### config.mk
export PLATFORM = sky130hd
export DESIGN_NAME = divider_timer_with_reload_delay
export DESIGN_NICKNAME = d
export VERILOG_FILES = /design/src/rtl/dtr_pkg.sv /design/src/rtl/divider_timer_with_reload_delay.sv /design/src/rtl/dtr_in_reg.sv /design/src/rtl/dtr_core.sv
export SDC_FILE = /design/constraint.sdc
export NUM_CORES = 1
export LEC_CHECK = 0
export BUFFER_PORTS_ARGS = -buffer_cell sky130_fd_sc_hd__buf_2
export CORE_MARGIN = 2
export CORE_UTILIZATION = 56
export DETAILED_ROUTE_END_ITERATION = 10
export MAX_ROUTING_LAYER = met4
export PLACE_DENSITY = 0.75
export SLEW_MARGIN = 10
export SYNTH_ARGS = -nofsm -noshare
export SYNTH_HDL_FRONTEND = slang
export SYNTH_SLANG_ARGS = --single-unit
### constraint.sdc
create_clock -name i_clk -period 7.7 [get_ports i_clk]
set_clock_uncertainty 0.2 [all_clocks]
set_input_delay 1.54 -clock i_clk [delete_from_list [all_inputs] [get_ports i_clk]]
set_output_delay 1.54 -clock i_clk [all_outputs]
set_load 0.01 [all_outputs]
### src/rtl/dtr_pkg.sv
// ----------------------------------------------------------------------------
// dtr_pkg: shared types and helpers for the divider timer
// Item codes, register selects, stage structs and the edge-bit tap select.
// ----------------------------------------------------------------------------
package dtr_pkg;

    localparam int DIV_W  = 16;
    localparam int BYTE_W = 8;
    localparam int CTRL_W = 3;
    localparam int DLY_W  = 3;

    localparam logic [BYTE_W-1:0] CTRL_READ_ONES = 8'hF8;

    localparam logic [DLY_W-1:0] DLY_IRQ    = 3'd4;
    localparam logic [DLY_W-1:0] DLY_RELOAD = 3'd5;
    localparam logic [DLY_W-1:0] DLY_DONE   = 3'd6;

    typedef enum logic [1:0] {
        KIND_TICK  = 2'd0,
        KIND_READ  = 2'd1,
        KIND_WRITE = 2'd2,
        KIND_NONE  = 2'd3
    } t_kind;

    typedef enum logic [1:0] {
        SEL_DIV  = 2'd0,
        SEL_TIMA = 2'd1,
        SEL_TMA  = 2'd2,
        SEL_TAC  = 2'd3
    } t_sel;

    typedef struct packed {
        logic [1:0]        kind;
        logic [1:0]        reg_select;
        logic [BYTE_W-1:0] write_data;
    } t_item;

    typedef struct packed {
        logic [BYTE_W-1:0] read_data;
        logic              timer_irq;
    } t_result;

    // Divider tap selected by control[1:0]: bits 9, 3, 5, 7.
    function automatic logic edge_tap(input logic [DIV_W-1:0] div,
                                      input logic [1:0] rate);
        logic b;
        case (rate)
            2'd0:    b = div[9];
            2'd1:    b = div[3];
            2'd2:    b = div[5];
            2'd3:    b = div[7];
            default: b = 1'b0;
        endcase
        return b;
    endfunction

endpackage

### src/rtl/divider_timer_with_reload_delay.sv
// ----------------------------------------------------------------------------
// divider_timer_with_reload_delay: divider and timer with delayed reload
// Input register, single-pass state update, output register.
// ----------------------------------------------------------------------------
// The result is registered in the output register when the state update fires.
// Throughput: one item per cycle unless the output stalls; the state update is
// one pass of increments and compares between the input and output registers.
// Reset: synchronous active-low i_rst_n clears all timer state and both
// stage valids; the block accepts items as soon as reset is released.
module divider_timer_with_reload_delay (
    input  logic       i_clk,
    input  logic       i_rst_n,
    input  logic       i_in_valid,
    output logic       o_in_stall,
    input  logic [1:0] i_kind,
    input  logic [1:0] i_reg_select,
    input  logic [7:0] i_write_data,
    output logic       o_out_valid,
    input  logic       i_out_stall,
    output logic [7:0] o_read_data,
    output logic       o_timer_irq
);

    dtr_pkg::t_item   in_item;
    dtr_pkg::t_item   stage_item;
    dtr_pkg::t_result core_res;
    dtr_pkg::t_result r_res;
    logic             stage_valid;
    logic             advance;
    logic             fire;
    logic             r_out_valid;
    logic             n_out_valid;

    assign in_item.kind       = i_kind;
    assign in_item.reg_select = i_reg_select;
    assign in_item.write_data = i_write_data;

    // Advance when the output register is empty or being taken.
    assign advance = !r_out_valid || !i_out_stall;
    assign fire    = stage_valid && advance;

    dtr_in_reg u_in_reg (
        .i_clk     (i_clk),
        .i_rst_n   (i_rst_n),
        .i_valid   (i_in_valid),
        .o_stall   (o_in_stall),
        .i_item    (in_item),
        .i_advance (advance),
        .o_valid   (stage_valid),
        .o_item    (stage_item)
    );

    dtr_core u_core (
        .i_clk    (i_clk),
        .i_rst_n  (i_rst_n),
        .i_fire   (fire),
        .i_item   (stage_item),
        .o_result (core_res)
    );

    always_comb begin
        n_out_valid = r_out_valid;
        if (advance) begin
            n_out_valid = stage_valid;
        end
    end

    always_ff @(posedge i_clk) begin
        if (!i_rst_n) begin
            r_out_valid <= 1'b0;
        end else begin
            r_out_valid <= n_out_valid;
        end
    end

    always_ff @(posedge i_clk) begin
        if (fire) begin
            r_res <= core_res;
        end
    end

    assign o_out_valid = r_out_valid;
    assign o_read_data = r_res.read_data;
    assign o_timer_irq = r_res.timer_irq;

endmodule

### src/rtl/dtr_in_reg.sv
// ----------------------------------------------------------------------------
// dtr_in_reg: input register
// Captures one item per cycle while not stalled and holds it until the core stage advances.
// ----------------------------------------------------------------------------
module dtr_in_reg (
    input  logic          i_clk,
    input  logic          i_rst_n,
    input  logic          i_valid,
    output logic          o_stall,
    input  dtr_pkg::t_item i_item,
    input  logic          i_advance,
    output logic          o_valid,
    output dtr_pkg::t_item o_item
);

    logic           r_valid;
    logic           n_valid;
    dtr_pkg::t_item r_item;
    logic           load;

    assign o_stall = r_valid && !i_advance;
    assign load    = i_valid && !o_stall;

    always_comb begin
        n_valid = r_valid;
        if (i_advance) begin
            n_valid = 1'b0;
        end
        if (load) begin
            n_valid = 1'b1;
        end
    end

    always_ff @(posedge i_clk) begin
        if (!i_rst_n) begin
            r_valid <= 1'b0;
        end else begin
            r_valid <= n_valid;
        end
    end

    always_ff @(posedge i_clk) begin
        if (load) begin
            r_item <= i_item;
        end
    end

    assign o_valid = r_valid;
    assign o_item  = r_item;

endmodule

### src/rtl/dtr_core.sv
// ----------------------------------------------------------------------------
// dtr_core: timer state and per-item update
// Divider, counter, modulo, control and the overflow reload delay.
// ----------------------------------------------------------------------------
module dtr_core (
    input  logic            i_clk,
    input  logic            i_rst_n,
    input  logic            i_fire,
    input  dtr_pkg::t_item  i_item,
    output dtr_pkg::t_result o_result
);

    logic [dtr_pkg::DIV_W-1:0]  r_div,  n_div;
    logic [dtr_pkg::BYTE_W-1:0] r_tima, n_tima;
    logic [dtr_pkg::BYTE_W-1:0] r_tma,  n_tma;
    logic [dtr_pkg::CTRL_W-1:0] r_tac,  n_tac;
    logic                       r_last, n_last;
    logic                       r_ovf,  n_ovf;
    logic [dtr_pkg::DLY_W-1:0]  r_dly,  n_dly;

    logic [dtr_pkg::DIV_W-1:0]  div_load;
    logic                       do_load;
    logic                       tap;
    logic                       fall;
    logic [dtr_pkg::BYTE_W-1:0] tima_inc;
    dtr_pkg::t_result           res;

    always_comb begin
        n_div  = r_div;
        n_tima = r_tima;
        n_tma  = r_tma;
        n_tac  = r_tac;
        n_last = r_last;
        n_ovf  = r_ovf;
        n_dly  = r_dly;
        res    = '0;

        do_load  = 1'b0;
        div_load = r_div + dtr_pkg::DIV_W'(1);
        case (i_item.kind)
            dtr_pkg::KIND_TICK: begin
                do_load = 1'b1;
            end
            dtr_pkg::KIND_WRITE: begin
                if (i_item.reg_select == dtr_pkg::SEL_DIV) begin
                    do_load  = 1'b1;
                    div_load = '0;
                end
            end
            default: begin
                do_load = 1'b0;
            end
        endcase

        tap      = dtr_pkg::edge_tap(div_load, r_tac[1:0]) && r_tac[2];
        fall     = do_load && !tap && r_last;
        tima_inc = r_tima + dtr_pkg::BYTE_W'(1);

        if (do_load) begin
            n_div  = div_load;
            n_last = tap;
        end
        // Count on a falling edge; a wrap to zero starts the reload delay.
        if (fall) begin
            n_tima = tima_inc;
            if (tima_inc == '0) begin
                n_ovf = 1'b1;
                n_dly = '0;
            end
        end

        case (i_item.kind)
            dtr_pkg::KIND_TICK: begin
                if (n_ovf) begin
                    n_dly = n_dly + dtr_pkg::DLY_W'(1);
                    if (n_dly == dtr_pkg::DLY_IRQ) begin
                        res.timer_irq = 1'b1;
                    end
                    if (n_dly == dtr_pkg::DLY_RELOAD) begin
                        n_tima = r_tma;
                    end
                    if (n_dly == dtr_pkg::DLY_DONE) begin
                        n_tima = r_tma;
                        n_ovf  = 1'b0;
                        n_dly  = '0;
                    end
                end
            end
            dtr_pkg::KIND_READ: begin
                case (i_item.reg_select)
                    dtr_pkg::SEL_DIV:  res.read_data = r_div[dtr_pkg::DIV_W-1 -: dtr_pkg::BYTE_W];
                    dtr_pkg::SEL_TIMA: res.read_data = r_tima;
                    dtr_pkg::SEL_TMA:  res.read_data = r_tma;
                    dtr_pkg::SEL_TAC:  res.read_data = dtr_pkg::CTRL_READ_ONES
                                       | dtr_pkg::BYTE_W'(r_tac);
                    default:           res.read_data = '0;
                endcase
            end
            dtr_pkg::KIND_WRITE: begin
                case (i_item.reg_select)
                    dtr_pkg::SEL_TIMA: begin
                        // Drop the write once the reload has begun.
                        if (r_dly < dtr_pkg::DLY_RELOAD) begin
                            n_tima = i_item.write_data;
                            n_ovf  = 1'b0;
                            n_dly  = '0;
                        end
                    end
                    dtr_pkg::SEL_TMA: n_tma = i_item.write_data;
                    dtr_pkg::SEL_TAC: n_tac = i_item.write_data[dtr_pkg::CTRL_W-1:0];
                    default: begin
                        n_tac = r_tac;
                    end
                endcase
            end
            default: begin
                res = '0;
            end
        endcase
    end

    always_ff @(posedge i_clk) begin
        if (!i_rst_n) begin
            r_div  <= '0;
            r_tima <= '0;
            r_tma  <= '0;
            r_tac  <= '0;
            r_last <= 1'b0;
            r_ovf  <= 1'b0;
            r_dly  <= '0;
        end else if (i_fire) begin
            r_div  <= n_div;
            r_tima <= n_tima;
            r_tma  <= n_tma;
            r_tac  <= n_tac;
            r_last <= n_last;
            r_ovf  <= n_ovf;
            r_dly  <= n_dly;
        end
    end

    assign o_result = res;

endmodule

==> flow_summary.ini <==
[critical_path]
cp-startpoint = u_in_reg.o_item[8]$_DFFE_PP_
endpoint = u_core.r_tima[5]$_SDFFE_PN0P_
start_kind = register
reg2reg_depth = 13
r2r_end = u_core.r_tima[5]$_SDFFE_PN0P_
worstPathMaxFanout = 15
r2r_setup_slack_ps = 3300
rr_startpoint = u_in_reg.o_item[8]$_DFFE_PP_
crit_type = register to register
crit_path_end_kind = register
cp.arrival_ps = 4470
required_ps = 7770

[finish]
drive_above_1_share_pct = 15.1
fin_nets = 438
final_util_pct = 62.2
diodes = 0
area_growth_syn_to_layout_pct = 9.41

[clock_tree]
htreeDepth = 3
cts_resized = 0
tritoncts = built
clkSinkCount = 63
clkTransAtPathRegs_ps = 70
numCtsBuffers = 9
clk_latency_ps = 350
hold_buffers = 0
cts_buffer_depth = 2
cts-root-buf = clkbuf_8
cts_setup_buffers = 0

[drt]
ant_nets = 0
via_count = 3201
drt-initial-drc-count = 283
drc = 0
routed_wl_um = 8900
via_per_inst = 6.40
firstDrtPassIters = 5
wire_per_inst_um = 17.8

[timing]
hold_violations = 0
slew_headroom_pct = 32.2
fin_setup_tns_ps = 0
fin_crit_sh_pct = 57.1
drv_slew = 0
rsz0062_at_grt = no
fmax_ghz = 0.227
max_slew.worst_pin.slew_ps = 1020
holdWs_ps = 304
post-route-min-period_ps = 4400
setup_viol_count_final = 0

[synthesis]
ys_seq_elements = 63
avgSynthCellArea_um2 = 8.83
synth_edf_count = 21
syn_inst = 402
netlist_area_um2 = 3550
synth-main-ff-cell = dfxtp_1
yosys_warnings = 0
synth-async-reset-ratio_pct = 0
yosysSeqAreaShare_pct = 41.4
synth_cell_type_count = 53
synth_top_area_share_pct = 23.7
yosys.area.top_type = dfxtp_1
synthTopCellsByArea = dfxtp_1, edfxtp_1, nor2_1
synth_fp_nets = 422

[hold_path]
hold_path.class = register to register

[power]
seq_power_share_pct = 52.6
leakage_nw = 1.43
combPwrFrac_pct = 7.1
power_density_nw_per_um2 = 180
switching_share_pct = 25.3
power_switching_mw = 0.177
clockPowerShare_pct = 40.3
ir_drop_uv = 140
p_int_mw = 0.521

[floorplanning]
core_area_um2 = 6240
initial_core_util_pct = 56.9
die_x_um = 83.6
core.rowCount = 29
dieHeight_um = 83.6
dieArea_um2 = 6990
pin_count = 27

[global_route]
track_usage_pct = 27.5
grt_pass1_vias = 3019
grt_pass1_wl_um = 15000
grt.overflow.total = 0
antenna_found_initial = 0
grt_start_max_net_pins = 32

[outcome]
status = completed

[placement]
port_buffers = 26
dpl.hpwl_um = 6270
place_congestion = 0.999

[flow_run]
drv_cap = 0
cell type report:
cell class,instances,area [um^2]
Tap cell,77,96.3
Inverter,7,26.3
Multi-Input combinational cell,308,1950
Clock buffer,10,128
Fill cell,555,2360
Sequential cell,63,1470
Clock inverter,6,61.3
Timing Repair Buffer,29,153
power by group through the flow:
stage / sequential (mW) / clock [mW] / combinational (mW)
2_1_floorplan: 0.367 / 0 / 0.0368
3_3_place_gp: 0.373 / 0 / 0.0484
3_5_place_dp: 0.374 / 0 / 0.0492
4_1_cts: 0.366 / 0.285 / 0.0494
5_1_grt: 0.368 / 0.297 / 0.0555
6_report: 0.367 / 0.281 / 0.0497
routing by layer:
metal / vias up / global-route usage, % / share of wire (%)
met3: 32 / 4.65 / 5.7
li1: 1529 / - / -
met2: 121 / 41.3 / 47
met4: 0 / 14.4 / 3.5
met5: - / - / 0
met1: 1519 / 36.0 / 44
cell usage in the layout (no fill, tap or decap), types with 5 or more instances in the layout:
| cell type | netlist | layout |
|---|---|---|
| nor2_1 | 46 | 46 |
| dfxtp_1 | 42 | 42 |
| nand2_1 | 40 | 40 |
| o21ai_0 | 28 | 28 |
| buf_2 | 2 | 26 |
| edfxtp_1 | 21 | 21 |
| a21oi_1 | 20 | 20 |
| nand3_1 | 19 | 19 |
| mux2i_1 | 17 | 17 |
| nor3_1 | 13 | 13 |
| xor2_1 | 10 | 10 |
| clkbuf_8 | 0 | 9 |
| nand4_1 | 8 | 8 |
| inv_1 | 7 | 7 |
| and3_1 | 7 | 7 |
| or3_1 | 6 | 6 |
| a211oi_1 | 6 | 6 |
| and2_1 | 6 | 6 |
| o211ai_1 | 6 | 6 |
| mux2_2 | 6 | 6 |
| nor2b_1 | 5 | 5 |
| o2111ai_1 | 5 | 5 |
| o221a_2 | 5 | 5 |
stage by stage:
stage | setup slack, ps | total power, mW | cells | instance area (um^2)
2_1_floorplan | 3980 | 0.404 | 402 | 3550
3_3_place_gp | 3510 | 0.421 | 484 | 3700
3_5_place_dp | 3350 | 0.423 | 484 | 3700
4_1_cts | 3330 | 0.700 | 500 | 3880
5_1_grt | 3000 | 0.721 | 500 | 3880
6_report | 3300 | 0.697 | 500 | 3880
cells in the mapped netlist (7+ instances only):
master	number
dfxtp_1	42
and3_1	7
nand3_1	19
mux2i_1	17
xor2_1	10
nand4_1	8
nor2_1	46
nor3_1	13
clkbuf_1	15
edfxtp_1	21
o21ai_0	28
inv_1	7
nand2_1	40
a21oi_1	20
flip-flops by register name (all words and copies together) (netlist names), 3 cells and up:
name / count
u_core.r_tac: 3
u_core.r_tima: 8
o_read_data: 8
u_core.r_div: 16
u_core.r_tma: 8
u_in_reg.o_item: 12
u_core.r_dly: 3
logic make-up (layout without fill, tap and decap cells):
group | count (synthesis) | after routing | share of synthesized area [%]
flops | 63 | 63 | 41.4
simple gates | 171 | 171 | 23.7
compound gates | 96 | 96 | 18.5
buf+inv | 31 | 52 | 3.66
mux | 26 | 26 | 8.60
fa+ha+maj | 4 | 4 | 1.41
xor+xnor | 11 | 11 | 2.71
critical path, stage by stage (launching register included):
cell and delay (ps):
edfxtp_1 620, or4b_1 750, o32ai_2 250, a211oi_1 90, o211a_1 280, nor2_1 380, nor2b_1 120, ha_1 270
o21a_1 210, nand3b_1 80, o21ai_0 80, a31o_2 350, or4_1 540, o211ai_1 100
worst min path at each step:
stage	cells past startpoint	end	startpoint
2_1_floorplan	1	u_core.r_div[15]$_SDFFE_PN0P_	u_core.r_div[15]$_SDFFE_PN0P_
3_3_place_gp	2	u_core.r_last$_SDFFE_PN0P_	u_core.r_last$_SDFFE_PN0P_
3_5_place_dp	2	o_out_valid$_SDFFE_PN0N_	u_in_reg.o_valid$_SDFFE_PN0P_
4_1_cts	2	o_out_valid$_SDFFE_PN0N_	u_in_reg.o_valid$_SDFFE_PN0P_
5_1_grt	1	u_core.r_div[15]$_SDFFE_PN0P_	u_core.r_div[15]$_SDFFE_PN0P_
6_report	1	u_core.r_div[15]$_SDFFE_PN0P_	u_core.r_div[15]$_SDFFE_PN0P_
No activity file was read; power rests on OpenSTA's default activity.
